## src/cdsc_pkg.sv

```systemverilog
// Shared types and constants of the clock digit set controller.
`default_nettype none

package cdsc_pkg;

   // Event kinds carried on the request tuser.
   typedef enum logic [1:0] {
      CMD_TICK  = 2'd0,
      CMD_LOAD  = 2'd1,
      CMD_ENTER = 2'd2,
      CMD_NONE  = 2'd3
   } cmd_type;

   localparam int unsigned NUM_DIGITS      = 4;
   localparam logic [7:0]  TIMEOUT_RESET   = 8'd20;
   localparam logic [5:0]  HOURS_PER_DAY   = 6'd24;
   localparam logic [6:0]  MINUTES_PER_HR  = 7'd60;
   localparam logic [3:0]  HOUR_TENS_MOD   = 4'd3;
   localparam logic [3:0]  MINUTE_TENS_MOD = 4'd6;
   localparam logic [3:0]  UNITS_MOD       = 4'd10;

   // Digit positions inside the digit store.
   localparam logic [1:0] DIG_HOUR_TENS   = 2'd0;
   localparam logic [1:0] DIG_MINUTE_TENS = 2'd2;
   localparam logic [1:0] DIG_MINUTE_UNITS = 2'd3;

   // One request beat, unpacked.
   typedef struct packed {
      cmd_type    cmd;
      logic       edit_sample_first;
      logic       edit_sample_second;
      logic       set_button_level;
      logic [4:0] rtc_hour;
      logic [5:0] rtc_minute;
   } req_item_type;

   // One response beat, unpacked.
   typedef struct packed {
      logic       in_set_mode;
      logic [1:0] hour_tens;
      logic [3:0] hour_units;
      logic [2:0] minute_tens;
      logic [3:0] minute_units;
      logic [3:0] blink_mask;
      logic       commit_valid;
      logic [4:0] commit_hour;
      logic [5:0] commit_minute;
   } rsp_item_type;

   // Architectural state of the controller.  The idle count never passes
   // the largest timeout plus one, so nine bits hold it.
   typedef struct packed {
      logic       set_mode;
      logic [3:0] digit0;
      logic [3:0] digit1;
      logic [3:0] digit2;
      logic [3:0] digit3;
      logic [3:0] blink_flags;
      logic [1:0] edit_index;
      logic [8:0] idle_ticks;
   } ctrl_state_type;

   // Modulus of the digit at a given position.
   function automatic logic [3:0] digit_modulus(input logic [1:0] idx);
      logic [3:0] m;
      unique case (idx)
         DIG_HOUR_TENS:   m = HOUR_TENS_MOD;
         DIG_MINUTE_TENS: m = MINUTE_TENS_MOD;
         default:         m = UNITS_MOD;
      endcase
      return m;
   endfunction

   // Multiply a digit by ten with shifts and one add.
   function automatic logic [6:0] times_ten(input logic [3:0] d);
      return {d, 3'b000} + {2'b00, d, 1'b0};
   endfunction

endpackage

`default_nettype wire

```

## src/clock_digit_set_controller_top.sv

```systemverilog
// Top level of the clock digit set controller: beat registers, state and CSR.
// A request beat passes the input register, then the response register that the
// event logic loads, before its response beat appears.
// Throughput: one event per cycle while the response side does not stall; the state
// update sits in the single combinational step between the two registers.
// Reset (synchronous, active high) empties both registers, returns to normal
// mode with all digits, blink flags, index and idle count at zero, timeout 20.
`default_nettype none

module clock_digit_set_controller_top (
   input  logic        clock,
   input  logic        reset,
   // Configuration: digit timeout in ticks.
   input  logic        csr_we,
   input  logic [7:0]  csr_wdata,
   // Request channel.
   input  logic        req_tvalid,
   output logic        req_tready,
   // tdata: edit_sample_first, edit_sample_second, set_button_level,
   //        rtc_hour[4:0], rtc_minute[5:0], two zero bits.
   input  logic [15:0] req_tdata,
   // tuser: cmd[1:0].
   input  logic [1:0]  req_tuser,
   // Response channel.
   output logic        rsp_tvalid,
   input  logic        rsp_tready,
   // tdata: in_set_mode, hour_tens[1:0], hour_units[3:0], minute_tens[2:0],
   //        minute_units[3:0], blink_mask[3:0], commit_hour[4:0],
   //        commit_minute[5:0], three zero bits.
   output logic [31:0] rsp_tdata,
   // tuser: commit_valid.
   output logic        rsp_tuser
);
   import cdsc_pkg::*;

   ctrl_state_type state_ff;
   ctrl_state_type state_in;
   req_item_type   item_ff;
   req_item_type   item_in;
   rsp_item_type   rsp_ff;
   rsp_item_type   rsp_in;
   logic           in_valid_ff;
   logic           rsp_valid_ff;
   logic [7:0]     timeout_ff;
   logic           advance;
   logic           req_beat;

   // Move the pipeline whenever the response register is free or being taken.
   assign advance    = !rsp_valid_ff || rsp_tready;
   assign req_tready = !in_valid_ff || advance;
   assign req_beat   = req_tvalid && req_tready;

   assign item_in.cmd                = cmd_type'(req_tuser);
   assign item_in.edit_sample_first  = req_tdata[0];
   assign item_in.edit_sample_second = req_tdata[1];
   assign item_in.set_button_level   = req_tdata[2];
   assign item_in.rtc_hour           = req_tdata[7:3];
   assign item_in.rtc_minute         = req_tdata[13:8];

   cdsc_step u_step (
      .cur_state     (state_ff),
      .item          (item_ff),
      .timeout_ticks (timeout_ff),
      .nxt_state     (state_in),
      .rsp_item      (rsp_in)
   );

   // Control state, configuration and the valid bits.
   always_ff @(posedge clock) begin
      if (reset) begin
         in_valid_ff  <= 1'b0;
         rsp_valid_ff <= 1'b0;
         timeout_ff   <= TIMEOUT_RESET;
         state_ff     <= '0;
      end else begin
         if (csr_we) begin
            timeout_ff <= csr_wdata;
         end
         if (req_tready) begin
            in_valid_ff <= req_tvalid;
         end
         if (advance) begin
            rsp_valid_ff <= in_valid_ff;
            if (in_valid_ff) begin
               state_ff <= state_in;
            end
         end
      end
   end

   // Payload registers.
   always_ff @(posedge clock) begin
      if (req_beat) begin
         item_ff <= item_in;
      end
      if (advance && in_valid_ff) begin
         rsp_ff <= rsp_in;
      end
   end

   assign rsp_tvalid = rsp_valid_ff;
   assign rsp_tuser  = rsp_ff.commit_valid;
   assign rsp_tdata  = {3'b000, rsp_ff.commit_minute, rsp_ff.commit_hour,
                        rsp_ff.blink_mask, rsp_ff.minute_units, rsp_ff.minute_tens,
                        rsp_ff.hour_units, rsp_ff.hour_tens, rsp_ff.in_set_mode};

endmodule

`default_nettype wire

```

## src/cdsc_step.sv

```systemverilog
// Next-state and response logic for one event of the digit set controller.
`default_nettype none

module cdsc_step (
   input  cdsc_pkg::ctrl_state_type cur_state,
   input  cdsc_pkg::req_item_type   item,
   input  logic [7:0]               timeout_ticks,
   output cdsc_pkg::ctrl_state_type nxt_state,
   output cdsc_pkg::rsp_item_type   rsp_item
);
   import cdsc_pkg::*;

   logic [3:0] digits     [NUM_DIGITS];
   logic [3:0] edited     [NUM_DIGITS];
   logic [3:0] cur_digit;
   logic [3:0] inc_digit;
   logic [3:0] mod_val;
   logic [3:0] new_digit;
   logic [6:0] hour_sum;
   logic [6:0] minute_sum;
   logic [6:0] hour_fold;
   logic [6:0] minute_fold;
   logic [1:0] hr_tens;
   logic [6:0] hr_rest;
   logic [2:0] mn_tens;
   logic [6:0] mn_rest;
   logic [1:0] ld_hr_tens;
   logic [4:0] ld_hr_rest;
   logic [2:0] ld_mn_tens;
   logic [5:0] ld_mn_rest;
   logic       pressed;
   logic [8:0] idle_mid;
   logic       advance;
   logic [3:0] blink_mid;
   logic [6:0] commit_hr_sum;
   logic [6:0] commit_mn_sum;
   logic       commit;
   logic [1:0] idx;

   assign digits[0] = cur_state.digit0;
   assign digits[1] = cur_state.digit1;
   assign digits[2] = cur_state.digit2;
   assign digits[3] = cur_state.digit3;
   assign idx       = cur_state.edit_index;

   // Increment the selected digit modulo its range.
   assign cur_digit = digits[idx];
   assign inc_digit = cur_digit + 4'd1;
   assign mod_val   = digit_modulus(idx);
   assign new_digit = (inc_digit >= mod_val) ? inc_digit - mod_val : inc_digit;

   always_comb begin
      for (int i = 0; i < NUM_DIGITS; i++) begin
         edited[i] = (idx == i[1:0]) ? new_digit : digits[i];
      end
   end

   // Fold hour and minute back into range; one subtract is enough.
   assign hour_sum    = times_ten(edited[0]) + {3'b000, edited[1]};
   assign minute_sum  = times_ten(edited[2]) + {3'b000, edited[3]};
   assign hour_fold   = (hour_sum >= {1'b0, HOURS_PER_DAY}) ?
                        hour_sum - {1'b0, HOURS_PER_DAY} : hour_sum;
   assign minute_fold = (minute_sum >= MINUTES_PER_HR) ?
                        minute_sum - MINUTES_PER_HR : minute_sum;

   // Split the folded values back into tens and units.
   always_comb begin
      if (hour_fold >= 7'd20) begin
         hr_tens = 2'd2;
         hr_rest = hour_fold - 7'd20;
      end else if (hour_fold >= 7'd10) begin
         hr_tens = 2'd1;
         hr_rest = hour_fold - 7'd10;
      end else begin
         hr_tens = 2'd0;
         hr_rest = hour_fold;
      end
   end

   always_comb begin
      priority if (minute_fold >= 7'd50) begin
         mn_tens = 3'd5;
         mn_rest = minute_fold - 7'd50;
      end else if (minute_fold >= 7'd40) begin
         mn_tens = 3'd4;
         mn_rest = minute_fold - 7'd40;
      end else if (minute_fold >= 7'd30) begin
         mn_tens = 3'd3;
         mn_rest = minute_fold - 7'd30;
      end else if (minute_fold >= 7'd20) begin
         mn_tens = 3'd2;
         mn_rest = minute_fold - 7'd20;
      end else if (minute_fold >= 7'd10) begin
         mn_tens = 3'd1;
         mn_rest = minute_fold - 7'd10;
      end else begin
         mn_tens = 3'd0;
         mn_rest = minute_fold;
      end
   end

   // Split the raw clock values for a load; out-of-range values keep their digits.
   always_comb begin
      priority if (item.rtc_hour >= 5'd30) begin
         ld_hr_tens = 2'd3;
         ld_hr_rest = item.rtc_hour - 5'd30;
      end else if (item.rtc_hour >= 5'd20) begin
         ld_hr_tens = 2'd2;
         ld_hr_rest = item.rtc_hour - 5'd20;
      end else if (item.rtc_hour >= 5'd10) begin
         ld_hr_tens = 2'd1;
         ld_hr_rest = item.rtc_hour - 5'd10;
      end else begin
         ld_hr_tens = 2'd0;
         ld_hr_rest = item.rtc_hour;
      end
   end

   always_comb begin
      priority if (item.rtc_minute >= 6'd60) begin
         ld_mn_tens = 3'd6;
         ld_mn_rest = item.rtc_minute - 6'd60;
      end else if (item.rtc_minute >= 6'd50) begin
         ld_mn_tens = 3'd5;
         ld_mn_rest = item.rtc_minute - 6'd50;
      end else if (item.rtc_minute >= 6'd40) begin
         ld_mn_tens = 3'd4;
         ld_mn_rest = item.rtc_minute - 6'd40;
      end else if (item.rtc_minute >= 6'd30) begin
         ld_mn_tens = 3'd3;
         ld_mn_rest = item.rtc_minute - 6'd30;
      end else if (item.rtc_minute >= 6'd20) begin
         ld_mn_tens = 3'd2;
         ld_mn_rest = item.rtc_minute - 6'd20;
      end else if (item.rtc_minute >= 6'd10) begin
         ld_mn_tens = 3'd1;
         ld_mn_rest = item.rtc_minute - 6'd10;
      end else begin
         ld_mn_tens = 3'd0;
         ld_mn_rest = item.rtc_minute;
      end
   end

   // Press clears the idle count; the timeout is checked after that.
   assign pressed   = !item.edit_sample_first && !item.edit_sample_second;
   assign idle_mid  = pressed ? 9'd0 : cur_state.idle_ticks;
   assign advance   = idle_mid > {1'b0, timeout_ticks};
   assign blink_mid = cur_state.blink_flags | (4'b0001 << idx);

   // Commit uses the digits as they stand after this tick's edit.
   assign commit_hr_sum = pressed ? {2'b00, hr_tens, 3'b000} + {4'b0000, hr_tens, 1'b0}
                                    + hr_rest
                                  : times_ten(digits[0]) + {3'b000, digits[1]};
   assign commit_mn_sum = pressed ? minute_fold
                                  : times_ten(digits[2]) + {3'b000, digits[3]};

   always_comb begin
      nxt_state = cur_state;
      commit    = 1'b0;
      unique case (item.cmd)
         CMD_LOAD: begin
            if (!cur_state.set_mode) begin
               nxt_state.digit0 = {2'b00, ld_hr_tens};
               nxt_state.digit1 = ld_hr_rest[3:0];
               nxt_state.digit2 = {1'b0, ld_mn_tens};
               nxt_state.digit3 = ld_mn_rest[3:0];
            end
         end
         CMD_ENTER: begin
            if (!item.set_button_level) begin
               nxt_state.set_mode = 1'b1;
            end
         end
         CMD_TICK: begin
            if (cur_state.set_mode) begin
               nxt_state.blink_flags = blink_mid;
               if (pressed) begin
                  nxt_state.digit0 = {2'b00, hr_tens};
                  nxt_state.digit1 = hr_rest[3:0];
                  nxt_state.digit2 = {1'b0, mn_tens};
                  nxt_state.digit3 = mn_rest[3:0];
               end
               nxt_state.idle_ticks = (advance ? 9'd0 : idle_mid) + 9'd1;
               if (advance) begin
                  nxt_state.blink_flags = blink_mid & ~(4'b0001 << idx);
                  if (idx == DIG_MINUTE_UNITS) begin
                     nxt_state.edit_index  = 2'd0;
                     nxt_state.set_mode    = 1'b0;
                     nxt_state.blink_flags = blink_mid & 4'b0110;
                     commit                = 1'b1;
                  end else begin
                     nxt_state.edit_index = idx + 2'd1;
                  end
               end
            end
         end
         CMD_NONE: begin
            nxt_state = cur_state;
         end
         default: begin
            nxt_state = cur_state;
         end
      endcase
   end

   // The response shows the state after the event.
   always_comb begin
      rsp_item.in_set_mode   = nxt_state.set_mode;
      rsp_item.hour_tens     = nxt_state.digit0[1:0];
      rsp_item.hour_units    = nxt_state.digit1;
      rsp_item.minute_tens   = nxt_state.digit2[2:0];
      rsp_item.minute_units  = nxt_state.digit3;
      rsp_item.blink_mask    = nxt_state.blink_flags;
      rsp_item.commit_valid  = commit;
      rsp_item.commit_hour   = commit ? commit_hr_sum[4:0] : 5'd0;
      rsp_item.commit_minute = commit ? commit_mn_sum[5:0] : 6'd0;
   end

endmodule

`default_nettype wire

```

## config.mk

```make
export PLATFORM = sky130hd
export DESIGN_NAME = clock_digit_set_controller_top
export DESIGN_NICKNAME = d
export VERILOG_FILES = /design/src/cdsc_pkg.sv /design/src/clock_digit_set_controller_top.sv /design/src/cdsc_step.sv
export SDC_FILE = /design/constraint.sdc
export NUM_CORES = 1
export LEC_CHECK = 0
export BUFFER_PORTS_ARGS = -buffer_cell sky130_fd_sc_hd__buf_4
export CORE_ASPECT_RATIO = 0.5
export CORE_MARGIN = 2
export CORE_UTILIZATION = 46
export DETAILED_ROUTE_END_ITERATION = 10
export GPL_ROUTABILITY_DRIVEN = 0
export PLACE_DENSITY = 0.71
export REMOVE_ABC_BUFFERS = 1
export SLEW_MARGIN = 5
export SYNTH_ARGS = -nofsm -noshare
export SYNTH_HDL_FRONTEND = slang
export SYNTH_HIERARCHICAL = 1
export SYNTH_SLANG_ARGS = --single-unit
```

## constraint.sdc

```tcl
create_clock -name clock -period 9.7 [get_ports clock]
set_input_delay 2.91 -clock clock [delete_from_list [all_inputs] [get_ports clock]]
set_output_delay 2.91 -clock clock [all_outputs]
set_load 0.02 [all_outputs]
```

Yosys cells after proc, flatten, opt, wreduce, memory -nomap -nowiden
Cells that the tools add are included.

storage, ports and cells
  register bits = 88
  output and inout port bits = 35

operators by class
  add/sub/neg operators = 32
  magnitude comparators = 21
  eq/ne operators = 8
  shift-type cells = 1
  muxes and demuxes = 63
  bitwise operators = 4
  reductions and logical operators = 16

operators with widths
  cell                                                                                 count
  4-bit 2-to-1 mux                                                                     22
  4-bit subtractor, second input constant                                              9
  16-bit 2-to-1 mux                                                                    2
  32-bit 2-to-1 mux                                                                    1
  16-bit case mux with 2 select lines                                                  1
  7-bit by 5-bit greater-or-equal comparator with 1-bit output, second input constant  4
  3-bit 2-to-1 mux                                                                     9
  7-bit by 6-bit greater-or-equal comparator with 1-bit output, second input constant  3
  6-bit greater-or-equal comparator, second input constant                             3
  9-bit 2-to-1 mux                                                                     2
  15-bit 2-to-1 mux                                                                    1
  5-bit 2-to-1 mux                                                                     3
  7-bit by 4-bit adder with 7-bit output                                               2
  7-bit by 5-bit adder with 7-bit output                                               2
  7-bit by 4-bit greater-or-equal comparator with 1-bit output, second input constant  2
  7-bit 2-to-1 mux                                                                     2
  6-bit by 5-bit greater-or-equal comparator with 1-bit output, second input constant  2
  6-bit 2-to-1 mux                                                                     2
  4-bit by 3-bit subtractor with 4-bit output, second input constant                   3
  1-bit 2-to-1 mux                                                                     11
  5-bit adder                                                                          2
  5-bit greater-or-equal comparator, second input constant                             2
  9-bit by 1-bit adder with 9-bit output, second input constant                        1
  9-bit by 8-bit greater-than comparator with 1-bit output                             1
  38 further kinds                                                                     53

Depth between registers and ports, before layout
Gate-level depths: netlist of run 1.

  word-level depth = 21
  mapped depth = 37
  gate-level depth less buffers = 36

Modules after synthesis
Netlist of run 1, hierarchy kept.

by module, submodules not included
  module                          times used  cells each  area each (um^2)  sequential area each (um^2)
  cdsc_step                       1           639         4,536.9           0.0
  clock_digit_set_controller_top  1           225         3,238.1           2,222.1

Worst setup path after synthesis of run 1
Ideal clock, no wire load.

  kind = register to register
  from = reg state_ff[9] (netlist bit)
  to = reg rsp_ff, in the netlist rsp_tdata[22] (data pin)
  setup time = 0.259 ns
  data arrival time = 7.204 ns
  required time = 9.441 ns
  slack = 2.237 ns
  cell stages (with the launch flop) = 35
  buffers on the path = 1
  path through = dfxtp_1 buf_6 mux4_2 a31oi_1 nor2_1 ha_1 o31a_2 o21ai_2 and2_2 nor2_1 xnor2_1 a21oi_1 inv_1 fa_1 fa_1 nor2b_1 o21ai_0 or2b_2 nand4_1 a21boi_1 a2111oi_4 xnor2_1 inv_1 ha_1 nand2_1 o21ai_0 o21ai_0 mux2i_1 nor2_1 nor2b_1 a31oi_1 ha_1 and3_4 o211a_1 o31a_1

on the way
  longest elaborated chain between the ends = 18
  elaborated cells between the ends (all ways) = 35
  classes of those cells = 9 x add/sub; 4 x order compare; 3 x eq/ne; 17 x mux; 1 x bitwise; 1 x reduce/logical

RTL lines
  what                                                                                                                         line                                  source
  start, declared                                                                                                              clock_digit_set_controller_top.sv:36  ctrl_state_type state_ff;
  start signal, assigned                                                                                                       clock_digit_set_controller_top.sv:85  state_ff <= state_in;
  2-bit NOT with 3-bit output (not written as such)                                                                            cdsc_step.sv:47                       assign cur_digit = digits[idx];
  4-bit binary-select mux with 2-bit select                                                                                    cdsc_step.sv:47
  4-bit 2-to-1 mux (not written as such) (2 in series)                                                                         cdsc_step.sv:47
  4-bit by 1-bit adder with 4-bit output                                                                                       cdsc_step.sv:48                       assign inc_digit = cur_digit + 4'd1;
  4-bit subtractor or 4-bit greater-or-equal comparator (tied branches)                                                        cdsc_step.sv:50                       assign new_digit = (inc_digit >= mod_val) ? inc_digit - mod_val : inc_digit;
  4-bit 2-to-1 mux                                                                                                             cdsc_step.sv:50
  4-bit 2-to-1 mux                                                                                                             cdsc_step.sv:54                       edited[i] = (idx == i[1:0]) ? new_digit : digits[i];
  7-bit by 5-bit adder with 7-bit output                                                                                       cdsc_pkg.sv:76                        return {d, 3'b000} + {2'b00, d, 1'b0};
  7-bit by 4-bit adder with 7-bit output                                                                                       cdsc_step.sv:59                       assign hour_sum = times_ten(edited[0]) + {3'b000, edited[1]};
  7-bit by 5-bit subtractor with 7-bit output or 7-bit by 5-bit greater-or-equal comparator with 1-bit output (tied branches)  cdsc_step.sv:62, cdsc_step.sv:61
  7-bit 2-to-1 mux                                                                                                             cdsc_step.sv:61                       assign hour_fold = (hour_sum >= {1'b0, HOURS_PER_DAY}) ?
  7-bit by 4-bit greater-or-equal comparator with 1-bit output                                                                 cdsc_step.sv:71                       end else if (hour_fold >= 7'd10) begin
  1-bit 2-to-1 mux                                                                                                             cdsc_step.sv:71
  2-bit 2-to-1 mux                                                                                                             cdsc_step.sv:68                       if (hour_fold >= 7'd20) begin
  5-bit by 3-bit adder with 5-bit output                                                                                       cdsc_step.sv:151                      assign commit_hr_sum = pressed ? {2'b00, hr_tens, 3'b000} + {4'b0000, hr_tens, 1'b0}
  5-bit adder                                                                                                                  cdsc_step.sv:152                      + hr_rest
  5-bit 2-to-1 mux                                                                                                             cdsc_step.sv:151
  end signal, assigned                                                                                                         clock_digit_set_controller_top.sv:97  rsp_ff <= rsp_in;
  end, declared                                                                                                                clock_digit_set_controller_top.sv:40  rsp_item_type rsp_ff;

Parallel ways exist; a longest one is shown, timed or not. The select of a mux whose other input is x is not followed.
A chain may end at the register's enable or synchronous reset.

Final worst setup path of run 1
Ends and elaborated chain as after synthesis.

==> results of run 1 <==
Yosys cell counts, types with 11 or more instances:
| cell type | instances |
|---|---|
| nor2b_1 | 12 |
| a31oi_1 | 11 |
| edfxtp_1 | 46 |
| mux2i_1 | 51 |
| nand2b_1 | 70 |
| a211oi_1 | 12 |
| o21ai_0 | 27 |
| inv_1 | 52 |
| nand3_1 | 11 |
| clkbuf_1 | 25 |
| a21o_1 | 12 |
| and2_1 | 12 |
| xnor2_1 | 15 |
| buf_4 | 22 |
| ha_1 | 69 |
| nand2_1 | 58 |
| nor3_1 | 13 |
| dfxtp_1 | 42 |
| a21oi_1 | 59 |
| nor2_1 | 66 |
layer usage:
layer  routed length, um  share of wire (%)  up-vias
li1                    -                  -     3131
met1                8940                 49     3009
met2                7850                 43      227
met3                1130                6.2       18
met4                 197                1.1        0
met5                   0                  0        -
registers in the layout (all words and copies together), names as in the netlist:
register and count:
timeout_ff 8, rsp_tuser 1, in_valid_ff 1, item_ff 16
rsp_tvalid 1, rsp_tdata 29, state_ff 32
worst paths after layout:
path / startpoint / end / depth (start not counted)
setup / recovery: state_ff[9] / rsp_tdata[22] / 33
setup reg to reg: state_ff[9] / rsp_tdata[22] / 33
hold / removal: state_ff[14] / state_ff[14] / 2
hold reg to reg: state_ff[14] / state_ff[14] / 2
metrics by stage:
stage	util (%)	setup slack, ps	area (sq um)	power [mW]	instances
floorplan	-	2180	7400	0.735	808
global placement	49.6	1010	8170	0.824	1099
detailed placement	49.6	790	8170	0.839	1099
CTS	51.3	786	8450	1.17	1115
global route	51.3	157	8450	1.23	1115
finish	51.3	704	8450	1.17	1115
report_power, final:
group / leakage [nW] / internal (mW) / switching (mW)
registers: 0.786 / 0.407 / 0.0151
clock network: 0.141 / 0.176 / 0.153
logic: 2.57 / 0.175 / 0.242
logic make-up after synthesis:
kind of cell,after synthesis
flip-flops,88
AND/OR/NAND/NOR,282
AO/OA/AOI/OAI,222
adder cells (fa/ha/maj),76
XOR/XNOR,25
other,1
buffers and inverters,110
multiplexers,60
worst max-delay path, delay by kind of cell (launching register included):
kind / cells / cell delay, ps
AOI/OAI and AO/OA: 12 / 3050
xor gates and xnor gates: 2 / 450
adders and majority gates: 5 / 1950
buffers and inverters: 2 / 210
DFF: 1 / 570
muxes: 2 / 820
and+or+nand+nor: 10 / 1700
area by class of cell:
class                      count  area, sq um
tap                          227          284
clock inverter                 7         53.8
timing repair buffer          64          480
fill                        1530         8020
multi-input combinational    668         4990
inverter                      52          195
sequential                    88         2220
clock buffer                   9          225
==> flow_metrics.tcl, run 1 <==
set metrics [dict create \
    status "finished, final reports clean" \
    maxCapViolCount 0 \
    post-route-drc-count 0 \
    clk_pin_slew_ps 70 \
    holdBufCountCts 0 \
    grt_start_max_net_pins 75 \
    async_flop_share_pct 0 \
    rrSetupSlack_ps 700 \
    first_global_vias 5840 \
    cpMaxStageDelayCell "mux4_2" \
    synth-xor-area-share_pct 2.91 \
    rows 33 \
    cts_resized 0 \
    diodes 0 \
    drt_first_pass_iters 7 \
    overflow 0 \
    arrival_ps 9090 \
    synth_area_leaders "edfxtp_1, ha_1, dfxtp_1" \
    cts_root_buf "clkbuf_16" \
    synth-seq-cells 88 \
    yosysWarnings 6 \
    synth_top_area_share_pct 17.8 \
    ir_drop_uv 88.7 \
    critPathRequiredTime_ps 9800 \
    start_util_pct 47.2 \
    tritoncts "done" \
    muxShareOfSynthArea_pct 8.64 \
    fin_skew_ps 7.48 \
    end_kind "flop" \
    final_common_cell "nand2b_1" \
    worst_pin_slew_ps 1160 \
    min_period_ps 9000 \
    io_buffers 60 \
    antenna_found_initial 0 \
    final_max_slew_viol_count 0 \
    core_sq_um 16500 \
    hold_viol 0 \
    numCtsBuffers 9 \
    cts_buffer_depth 2 \
    synth_top_family_by_area "compound AO/OA/AOI/OAI gates" \
    hpwl_um 13400 \
    syn_area_per_cell_sq_um 9.00 \
    num_vias 6385 \
    io_pins 66 \
    synthAdderAreaFrac_pct 12.9 \
    max_slew_margin_pct 22.0 \
    setup_viol 0 \
    cpPeakStageDelay_ps 640 \
    cts_sinks 88 \
    synthesis.area_sq_um 7770 \
    die_area_sq_um 18000 \
    layout_common_cells "nand2b_1, ha_1, nor2_1" \
    fin_nets 990 \
    grt.busiest_layer "met2" \
    drtAntennaViolNets 0 \
    grt_pass1_wl_um 29300 \
    yosys.area.top_type "edfxtp_1" \
    htree_levels 3 \
    post-cts-setup-buffers 0 \
    start_kind "flop" \
    synth-edff-count 46 \
    finalWirelength_um 18100 \
    min_path_type "flop to flop" \
    clk_latency_ps 340 \
    fin_crit_sh_pct 92.7 \
    p_leak_nw 3.50 \
    hold-worst-slack_ps 474 \
    synthCells 864 \
    vias_per_cell 5.73 \
    timing.setup.tns_ps 0 \
    drt_iter0_drc 501 \
    fmax_ghz 0.111 \
    track_usage_pct 20.2 \
    avgRoutedWirePerCell_um 16.2 \
    syn_to_final_growth_pct 8.72 \
    yosysSeqAreaShare_pct 28.6 \
    rsz0062_at_grt "false" \
    crit_fanout 10 \
    ys_types 94 \
    gr-usage-met2_pct 32.9 \
    die_y_um 95.9 \
    synth-compound-area-share_pct 20.1 \
    met3_usage_pct 3.17 \
    power_density_nw_per_um2 138 \
    crit_type "flop to flop" \
    met1_usage_pct 28.0 \
    drive_gt1_share_pct 13.1 \
    fp.dieW_um 188 \
    synthFlopType "edfxtp_1" \
    synthSimpleGateAreaFrac_pct 19.4 \
]
Note: power is estimated with default switching activity, not from simulation.
==> inputs of run 2 (changes only) <==
- SLEW_MARGIN: 5 -> 20
- SYNTH_HIERARCHICAL: 1 -> not set
==> flow_metrics.tcl, run 2 <==
set metrics [dict create \
    vias_per_cell 5.80 \
    cpPeakStageDelay_ps 730 \
    post-route-drc-count 0 \
    clk_pin_slew_ps 60 \
    yosysMostFrequentCell "nand2_1" \
    final_common_cell "nand2_1" \
    synthSimpleGateAreaFrac_pct 17.8 \
    ir_drop_uv 114 \
    status "finished, final reports clean" \
    antenna_found_initial 0 \
    synth-seq-cells 85 \
    syn_area_per_cell_sq_um 8.93 \
    synthesis.area_sq_um 6990 \
    syn_to_final_growth_pct 11.6 \
    diodes 0 \
    cpMaxStageDelayCell "mux4_1" \
    maxCapViolCount 0 \
    rsz0062_at_grt "false" \
    yosysSeqAreaShare_pct 30.9 \
    fmax_ghz 0.110 \
    hp-start "state_ff[14]" \
    cp_common_cell "inv_1" \
    avgRoutedWirePerCell_um 16.5 \
    crit_type "flop to flop" \
    synth_top_family_by_area "compound AO/OA/AOI/OAI gates" \
    die_y_um 91.2 \
    die_area_sq_um 16300 \
    min_to "state_ff[14]" \
    tritoncts "done" \
    start_util_pct 47.7 \
    fin_skew_ps 5.89 \
    clk_latency_ps 340 \
    grt_start_max_net_pins 48 \
    overflow 0 \
    fin_nets 931 \
    htree_levels 3 \
    setup_viol 0 \
    p_leak_nw 3.28 \
    grt_pass1_wl_um 27600 \
    io_pins 66 \
    worst_r2r_endpoint "rsp_tdata[22]" \
    cts_sinks 85 \
    arrival_ps 9200 \
    min_path_type "flop to flop" \
    ff2ff_path_depth 33 \
    synth-xor-area-share_pct 3.97 \
    first_global_vias 5653 \
    drt_first_pass_iters 5 \
    io_buffers 60 \
    yosys-top-cells-count "nand2_1, nor2_1, ha_1" \
    rrSetupSlack_ps 600 \
    synth-edff-count 46 \
    yosysWarnings 0 \
    holdBufCountCts 0 \
    r2r-start "state_ff[9]" \
    track_usage_pct 21.1 \
    power_density_nw_per_um2 163 \
    hpwl_um 12700 \
    async_flop_share_pct 0 \
    cts_buffer_depth 2 \
    drive_gt1_share_pct 14.5 \
    fp.dieW_um 178 \
    max_slew_margin_pct 39.0 \
    timing.setup.tns_ps 0 \
    crit_fanout 14 \
    hold_viol 0 \
    cts_resized 0 \
    muxShareOfSynthArea_pct 4.10 \
    min_period_ps 9100 \
    holdPathStages 2 \
    fin_crit_sh_pct 93.8 \
    synthAdderAreaFrac_pct 14.0 \
    start_kind "flop" \
    drt_iter0_drc 501 \
    synthFlopType "edfxtp_1" \
    hold-worst-slack_ps 457 \
    synthCells 783 \
    final_max_slew_viol_count 0 \
    rows 31 \
    drtAntennaViolNets 0 \
    num_vias 5971 \
    end_kind "flop" \
    cts_root_buf "clkbuf_16" \
    synth_area_leaders "edfxtp_1, ha_1, dfxtp_1" \
    numCtsBuffers 9 \
    yosys.area.top_type "edfxtp_1" \
    synth-compound-area-share_pct 24.0 \
    layout_common_cells "nand2_1, nor2_1, ha_1" \
    core_sq_um 14700 \
    worst_pin_slew_ps 908 \
    critPathRequiredTime_ps 9790 \
    post-cts-setup-buffers 0 \
    ys_types 99 \
    synth_top_area_share_pct 19.8 \
    finalWirelength_um 17000 \
]
==> run 2: where the power goes <==
group / internal, mW / switching, mW / total, mW
registers: 0.397 / 0.0165 / 0.414
clock network: 0.173 / 0.135 / 0.307
logic: 0.236 / 0.318 / 0.554
==> run 2: layout make-up <==
cell class,count,area [sq um]
Fill cell,1373,6860
Multi-Input combinational cell,620,4470
Sequential cell,85,2160
Timing Repair Buffer,65,488
Tap cell,198,248
Clock buffer,13,240
Inverter,46,173
Clock inverter,3,15.0
==> run 2: how the worst max path moves through the flow <==
stage                startpoint       endpoint  slack (ps)  depth (start not counted)
global route        state_ff[9]  rsp_tdata[22]         120                         33
detailed placement  state_ff[9]  rsp_tdata[22]         740                         33
floorplan           state_ff[9]  rsp_tdata[22]        1690                         33
finish              state_ff[9]  rsp_tdata[22]         600                         33
global placement    state_ff[9]  rsp_tdata[22]         860                         33
CTS                 state_ff[9]  rsp_tdata[22]         660                         33
==> run 2: cell families (layout without fill, tap and decap cells) <==
group	count (synthesis)	in the layout
flops	85	85
fa+ha+maj	74	74
xor+xnor	28	28
simple gates	258	258
buf+inv	80	127
other cells	1	3
mux	22	22
compound gates	235	235
==> run 2: critical path, delay by kind of cell, from the launching register on <==
family,cells,cell delay [ps]
adder cells (fa/ha/maj),7,2470
multiplexers,2,980
AO/OA/AOI/OAI,13,3130
XOR/XNOR,1,280
buffers and inverters,5,440
flip-flops,1,650
AND/OR/NAND/NOR,5,920
==> run 2: metal layers <==
metal / global-route usage, % / vias up / routed length, um
met5: 0 / - / 0
li1: - / 2942 / -
met2: 33.4 / 207 / 7610
met3: 3.64 / 19 / 1140
met1: 30.0 / 2803 / 8010
met4: 5.15 / 0 / 216
==> run 2: through the flow <==
stage	utilization [%]	instance area, sq um	std cells	power, mW	worst slack (ps)
5_1_grt	53.2	7800	1030	1.35	116
6_report	53.2	7800	1030	1.27	597
2_1_floorplan	-	6810	751	0.840	1690
3_3_place_gp	51.5	7540	1014	0.946	864
3_5_place_dp	51.5	7540	1014	0.962	744
4_1_cts	53.2	7800	1030	1.27	665
